**src/rtl/mtem_pkg.sv**
```systemverilog
// ----------------------------------------------------------------------------
// mtem_pkg
// Shared types and constants for the markup text extent measure unit.
// ----------------------------------------------------------------------------
package mtem_pkg;

    // field widths
    localparam int ADV_W     = 16;  // glyph advance, Q4.12 em
    localparam int CODE_W    = 8;   // character code
    localparam int ACC_W     = 32;  // line advance accumulator, Q20.12 em
    localparam int LINES_W   = 16;  // line counter
    localparam int CFG_W     = 16;  // configuration data
    localparam int CFG_IDX_W = 1;   // configuration register index
    localparam int ACT_W     = 2;   // action code
    localparam int RES_W     = 32;  // width / height result, Q16.16 px

    // configuration register indexes
    localparam logic [CFG_IDX_W-1:0] REG_FONT_SIZE   = 1'd0;
    localparam logic [CFG_IDX_W-1:0] REG_LINE_HEIGHT = 1'd1;

    localparam logic [CFG_W-1:0] FONT_SIZE_RST   = 16'd256;
    localparam logic [CFG_W-1:0] LINE_HEIGHT_RST = 16'd4096;

    // action codes carried on tuser
    localparam logic [ACT_W-1:0] ACT_WRITE   = 2'd0;
    localparam logic [ACT_W-1:0] ACT_MEASURE = 2'd1;
    localparam logic [ACT_W-1:0] ACT_FINISH  = 2'd2;

    // character codes
    localparam logic [CODE_W-1:0] CH_DOLLAR  = 8'h24;
    localparam logic [CODE_W-1:0] CH_C       = 8'h63;
    localparam logic [CODE_W-1:0] CH_ZERO    = 8'h30;
    localparam logic [CODE_W-1:0] CH_SEVEN   = 8'h37;
    localparam logic [CODE_W-1:0] CH_NEWLINE = 8'h0A;

    localparam logic [LINES_W-1:0] LINES_MAX = 16'hFFFF;

    typedef enum logic [2:0] {
        S_IDLE,
        S_MEAS,
        S_PLAIN,
        S_MUL1,
        S_MUL2,
        S_OUT
    } t_state;

    typedef enum logic [2:0] {
        OP_NONE,
        OP_WRITE,    // write table entry from the input transfer
        OP_LOAD,     // capture code, start table read
        OP_MEASURE,  // escape-aware step on the captured code
        OP_PLAIN,    // replay of the captured code with no escape pending
        OP_MUL1,     // widest * font_size, line_height * font_size
        OP_MUL2,     // lines * (line_height * font_size)
        OP_OUT       // load result register, clear string state
    } t_op;

    typedef struct packed {
        logic take;  // input transfer this cycle
        t_op  op;
    } t_dp_cmd;

    typedef struct packed {
        logic replay;    // pending '$' resolved, same code must be replayed
        logic out_free;  // result register can take a new result
    } t_dp_stat;

endpackage

```
**src/rtl/mtem_ctrl.sv**
```systemverilog
// ----------------------------------------------------------------------------
// mtem_ctrl
// Sequencer: takes input transfers, steps the datapath through measure and
// finish operations.
// ----------------------------------------------------------------------------
module mtem_ctrl (
    input  logic                        i_clk,
    input  logic                        i_rst_n,
    input  logic                        i_valid,
    input  logic [mtem_pkg::ACT_W-1:0]  i_action,
    output logic                        o_ready,
    input  mtem_pkg::t_dp_stat          i_stat,
    output mtem_pkg::t_dp_cmd           o_cmd
);

    mtem_pkg::t_state r_state;
    mtem_pkg::t_state n_state;

    always_ff @(posedge i_clk) begin
        if (!i_rst_n) begin
            r_state <= mtem_pkg::S_IDLE;
        end else begin
            r_state <= n_state;
        end
    end

    // next state
    always_comb begin
        n_state = r_state;
        unique case (r_state)
            mtem_pkg::S_IDLE: begin
                if (i_valid) begin
                    if (i_action == mtem_pkg::ACT_MEASURE) begin
                        n_state = mtem_pkg::S_MEAS;
                    end else if (i_action == mtem_pkg::ACT_FINISH) begin
                        n_state = mtem_pkg::S_MUL1;
                    end
                end
            end
            mtem_pkg::S_MEAS: begin
                n_state = i_stat.replay ? mtem_pkg::S_PLAIN : mtem_pkg::S_IDLE;
            end
            mtem_pkg::S_PLAIN: n_state = mtem_pkg::S_IDLE;
            mtem_pkg::S_MUL1:  n_state = mtem_pkg::S_MUL2;
            mtem_pkg::S_MUL2:  n_state = mtem_pkg::S_OUT;
            mtem_pkg::S_OUT: begin
                if (i_stat.out_free) begin
                    n_state = mtem_pkg::S_IDLE;
                end
            end
            default: n_state = mtem_pkg::S_IDLE;
        endcase
    end

    // outputs
    always_comb begin
        o_ready    = 1'b0;
        o_cmd.take = 1'b0;
        o_cmd.op   = mtem_pkg::OP_NONE;
        unique case (r_state)
            mtem_pkg::S_IDLE: begin
                o_ready    = 1'b1;
                o_cmd.take = i_valid;
                if (i_valid) begin
                    unique case (i_action)
                        mtem_pkg::ACT_WRITE:   o_cmd.op = mtem_pkg::OP_WRITE;
                        mtem_pkg::ACT_MEASURE: o_cmd.op = mtem_pkg::OP_LOAD;
                        default:               o_cmd.op = mtem_pkg::OP_NONE;
                    endcase
                end
            end
            mtem_pkg::S_MEAS:  o_cmd.op = mtem_pkg::OP_MEASURE;
            mtem_pkg::S_PLAIN: o_cmd.op = mtem_pkg::OP_PLAIN;
            mtem_pkg::S_MUL1:  o_cmd.op = mtem_pkg::OP_MUL1;
            mtem_pkg::S_MUL2:  o_cmd.op = mtem_pkg::OP_MUL2;
            mtem_pkg::S_OUT: begin
                o_cmd.op = i_stat.out_free ? mtem_pkg::OP_OUT : mtem_pkg::OP_NONE;
            end
            default: o_cmd.op = mtem_pkg::OP_NONE;
        endcase
    end

endmodule

```
**config.mk**
```make
export PLATFORM = sky130hd
export DESIGN_NAME = mtem_ctrl
export DESIGN_NICKNAME = d
export VERILOG_FILES = /design/src/rtl/mtem_pkg.sv /design/src/rtl/mtem_ctrl.sv
export SDC_FILE = /design/constraint.sdc
export NUM_CORES = 1
export LEC_CHECK = 0
export ABC_AREA = 1
export BUFFER_PORTS_ARGS = -buffer_cell sky130_fd_sc_hd__buf_4
export CAP_MARGIN = 20
export CORE_AREA = 3 3 40 42
export CTS_CLUSTER_DIAMETER = 200
export DETAILED_ROUTE_END_ITERATION = 10
export DIE_AREA = 0 0 43 45
export HOLD_SLACK_MARGIN = 0.12
export PLACE_DENSITY = 0.53
export SLEW_MARGIN = 30
export SYNTH_ARGS = -nofsm -noshare
export SYNTH_HDL_FRONTEND = slang
export SYNTH_SLANG_ARGS = --single-unit
```
**constraint.sdc**
```tcl
create_clock -name i_clk -period 1.2 [get_ports i_clk]
set_input_delay 0 -clock i_clk [delete_from_list [all_inputs] [get_ports i_clk]]
set_output_delay 0 -clock i_clk [all_outputs]
set_load 0.01 [all_outputs]
```
After elaboration in Yosys (flattened, before gate mapping)
Index checks and enable logic that the tools add are counted.
- flip-flop bits (word level): 3
- bits in latches: 0
- memory bits (writable): 0
- ROM bits: 0
- input bits: 7
- output and inout port bits: 5
- logic and storage cells: 26
- memories kept: 0
- add/sub/neg operators: 0
- multipliers: 0
- divide/modulo/power cells: 0
- order comparisons: 0
- equality and inequality tests: 10
- shift operators: 0
- multiplexer cells: 12
- bitwise operators: 0
- reduce and logical (&&, ||, !) cells: 3
- operators with widths (cell ; number):
    one-hot mux 3 bit (6 select lines) ; 1
    2-to-1 mux 3 bit ; 5
    one-hot mux 3 bit (5 select lines) ; 1
    equality test 3 x 2 -> 1 bit, second input constant ; 2
    equality test 3 bit, second input constant ; 2
    2-to-1 mux 2 bit ; 2
    inequality test 2 bit, second input constant ; 2
    one-hot mux 2 bit (2 select lines) ; 1
    equality test 3 x 1 -> 1 bit, second input constant ; 1
    logical NOT 3 bit ; 1
    inequality test 3 bit, second input constant ; 1
    AND reduction 3 bit ; 1
    equality test 2 x 1 -> 1 bit, second input constant ; 1
    equality test 2 bit, second input constant ; 1
    logical NOT 2 bit ; 1
    2-to-1 mux 1 bit ; 2

Logic depth before layout (Yosys ltp)
- depth after elaboration: 5
- mapped depth: 8
- mapped depth without buffers: 8

Worst setup path after synthesis
No wires, ideal clock.
- path kind: reg2reg
- from: reg r_state[1]
- to: reg r_state[1]
- library setup time: 0.064 ns
- arrival time: 0.844 ns
- data required time: 1.136 ns
- path slack: 0.292 ns
- cell stages (with the launch flop): 8
- path buffers: 0
- period minus slack after synthesis: 0.908 ns
- path through: dfxtp_1 > inv_2 > nand2_2 > nor2_2 > nand2_1 > nand2_1 > inv_1 > nor2_1
- longest elaborated chain between the ends: 3
- elaborated cells between the ends (all ways): 10
- those cells by class: eq/ne: 7; mux: 1; reduce/logical: 2
- RTL lines (what ; RTL line ; text):
    from (decl) ; mtem_ctrl.sv:16 ; mtem_pkg::t_state r_state;
    from (signal assigned) ; mtem_ctrl.sv:21 ; r_state <= mtem_pkg::S_IDLE;
    from (signal assigned) ; mtem_ctrl.sv:23 ; r_state <= n_state;
    equality test 3 bit / logical NOT 3 bit (equally long branches) ; mtem_ctrl.sv:30 ; unique case (r_state)
    inequality test 2 bit (no line) / inequality test 3 bit (equally long branches) ; -- ;
    AND reduction 3 bit (no line) ; -- ;
Several ways; a longest one is shown, not always the timed one.
A chain may end at the register's enable or synchronous reset.

==> impl_summary.md <==
Status
The run finished, with violations left. The checks that failed: negative setup slack.

STA
The final number of hold-violating endpoints came to 0. The remaining max-slew budget at the tightest pin is 0.8522. Setup repair after global routing could not meet its margin everywhere. Once routing completed, OpenROAD measured the worst setup slack at -0.002050 ns. The maximum operating frequency is between 0.8 and 0.9 GHz. For the pin with the worst max-slew slack, the measured transition is 0.2208 ns. The final period demand of the worst path is between 1 and 1.5 ns. In the finished design, the share of the clock period the worst path needs comes to 1.002. The final setup violation count is 1. The total count of max-transition violations in the final report is 0.

The total negative slack is -0.002050 ns. Across the routed clock network, the largest skew measured is about 0.0018 ns.

Hold path
The path class of the tightest hold or removal check is in -> reg. The number of cells on the worst hold path is 4.

Drt
The average via count per standard cell is around 4.1. The number of antenna-violating nets in the routed design is 0. The per-cell routed wire length is between 9 and 10 um.

The post-route DRC violation count is 0. The routed wire length is about 760 um. The number of search-and-repair iterations in the first detailed-routing pass is 2. For this block, the via count after detailed routing is 330.

After the first detailed-routing iteration, the DRC count stood at 6.

Synth
sky130_fd_sc_hd__nand2_1 is the most common cell in the netlist. Ranked by total cell area, the synthesized netlist is headed by sky130_fd_sc_hd__dfxtp_1 (21%), sky130_fd_sc_hd__ha_1 (13%), sky130_fd_sc_hd__nand2_1 (13%). The share of synthesized registers carrying an async set or reset is 0. Synthesis produced a netlist whose cell count is 46.

The biggest area contributor in the post-synthesis netlist is sky130_fd_sc_hd__dfxtp_1. After synthesis the netlist holds a flip-flop and latch count of 3. The number of unique standard cell types used by synthesis is 15. The portion of synthesized cell area occupied by the leading cell type is 0.2133.

For this run, the number of Yosys warnings is 0. The number of enable flip-flop cells after synthesis is 0. Of the synthesized area, sequential elements account for 0.2133.

The area of the mapped netlist is about 280 um^2. Each instance of the synthesized netlist takes up on average around 6.1 um^2. By count the netlist is led by sky130_fd_sc_hd__nand2_1 (10), sky130_fd_sc_hd__inv_1 (8), sky130_fd_sc_hd__nand3_1 (6). When the netlist entered floorplanning its net count stood at between 50 and 60. The primary flip-flop cell chosen by synthesis mapping is sky130_fd_sc_hd__dfxtp_1.

Placed design
The count of input and output buffers is 11. The global placement routability congestion is around 0.76. The half-perimeter wire length of the detailed placement result is between 500 and 600 um.

The setup slack at placement is 0.1932 ns.

Die
The full die area is between 1500 and 2000 um^2. Pin placement for this block handled 12 I/O pins. In this run the core area contains 13 standard-cell rows.

The vertical die dimension is between 40 and 50 um. The die boundary width is between 40 and 50 um. The starting density of the core is 0.2191.

The total area inside the core boundary comes to around 1300 um^2.

Global route
In this run the most used layer during global routing was met2. The number of global-route vias before repair is 296. The remaining global-route overflow is 0. The global-route met2 utilization is 0.1287. The global routing usage summed across all routing layers is 0.07903.

The number of antenna violations at the first check in global routing is 0. The first global-routing pass estimated around 1100 um of wire. Entering global routing, the biggest net connects 7 pins. For this run, global-route usage on met3 was measured as 0.03984.

In the global route stage, met1 resource usage came out at 0.08654.

Pwr
The largest vdd supply drop is 0.0005545 V. Power spread over the standard cell area amounts to 1678 nW/um^2. The leakage power is 0.2588 nW. The total power of the final layout is just over 0.8 mW.

Worst setup path
The largest driver fanout on the critical path is 6. The slack of the worst reg-to-reg path is between 0.15 and 0.2 ns. The peak per-stage delay on the critical path is ~0.36 ns. STA classifies the critical path endpoint as a primary output. The critical path launch point type is a flop. The critical path is of the reg -> out type. The arrival time reported for the critical path endpoint is approximately 1.2 ns. The endpoint required time on the critical path is ~1.2 ns. Walking the worst path, the cells encountered are inv_2, nand2_2, nor2_1, nand3b_1, buf_4.

The critical path's slowest cell is sky130_fd_sc_hd__dfxtp_4. Counting cells, the worst reg-to-reg path comes to 7.

CTS
The root buffer cell chosen for the clock tree is sky130_fd_sc_hd__clkbuf_4. The clock tree from TritonCTS is yes. The maximum count of clock buffers along a single path is 2. The clock latency on the worst-skew pair is between 0.2 and 0.25 ns.

The number of buffers inserted during clock tree synthesis is 3. The H-tree depth is 1. The clock edge transition at the registers on the reported setup and hold paths is approximately 0.040 ns.

Counting every sink on the clock net gives 3.

Layout
The number of nets in the layout is 76. The area overhead of the layout relative to synthesis is 70.67%. The register with the most flip-flops in the layout has 3 of them. The share of final-layout standard cells stronger than drive strength 1 is 0.4154. The register with the most flip-flops in the final layout is r_state. The final antenna diode count is 0.

The largest registers in the layout are r_state x3.

Job
The tool flagged a number of max-cap violations equal to 0.
-- path summary, 6_finish.rpt --
| check | startpoint | to |
|---|---|---|
| worst max register to register | r_state[2] | r_state[1] |
| worst max-delay path | r_state[2] | o_cmd[1] |
| worst min register to register | r_state[2] | r_state[2] |
| worst min-delay path | i_stat[0] | r_state[2] |
-- power breakdown --
part	switching [mW]	internal (mW)	total [mW]
Combinational	0.216	0.235	0.452
Clock	0.0523	0.125	0.177
Sequential	0.0497	0.128	0.178
Total	0.318	0.488	0.806
-- through the flow --
stage | cells | utilization | area [um^2] | hold slack [ns]
final | 80 | 0.3739 | 480.5 | 0.1423
after global routing | 80 | 0.3739 | 480.5 | 0.1454
after CTS | 78 | 0.3398 | 436.7 | 0.1257
after detailed placement | 72 | 0.2980 | 382.9 | 0.2767
after global placement | 72 | 0.2980 | 382.9 | 0.2841
after floorplan | 46 | - | 281.5 | 0.1317
-- layout make-up --
class,count,area (um^2)
Fill cell,135,804.5
Inverter,11,46.29
Multi-Input combinational cell,32,202.7
Sequential cell,3,68.82
Tap cell,15,18.77
Clock buffer,4,26.28
Timing Repair Buffer,15,117.6
-- cells in the final DEF, fill, tap and decap left out, drive strengths merged --
cell type / instances
a21oi: 1
a31oi: 1
and3: 1
buf: 13
clkbuf: 4
dfxtp: 3
dlygate4sd3: 2
ha: 3
inv: 11
nand2: 12
nand3: 6
nand3b: 1
nand4: 2
nor2: 4
o211ai: 1
-- cell families (layout without fill, tap and decap cells) --
group,count (synthesis),in the layout,synth area share
AND/OR/NAND/NOR,26,26,0.4400
buffers and inverters,11,30,0.1467
adder cells (fa/ha/maj),3,3,0.1333
AO/OA/AOI/OAI,3,3,0.06667
flip-flops,3,3,0.2133
-- timing repair --
action / 4_1_cts / 5_1_grt
hold endpoints to repair: 3 / 0
hold buffers: 2 / 0
pin swaps: 0 / 3
setup endpoints to repair: 2 / 2
setup buffers: 0 / 2
gates resized for setup: 3 / 9
-- layer usage --
metal  vias up  routed length, um
li1        185                  -
met1       139                326
met2         6                397
met3         0                 33
met4         0                  0
met5         -                  0
-- critical path: cells and delay by family (launching register included) --
family	cells	cell delay (ns)
simple gates	3	0.38
flops	1	0.36
buf+inv	2	0.22
No activity file was read; power rests on OpenSTA's default activity.
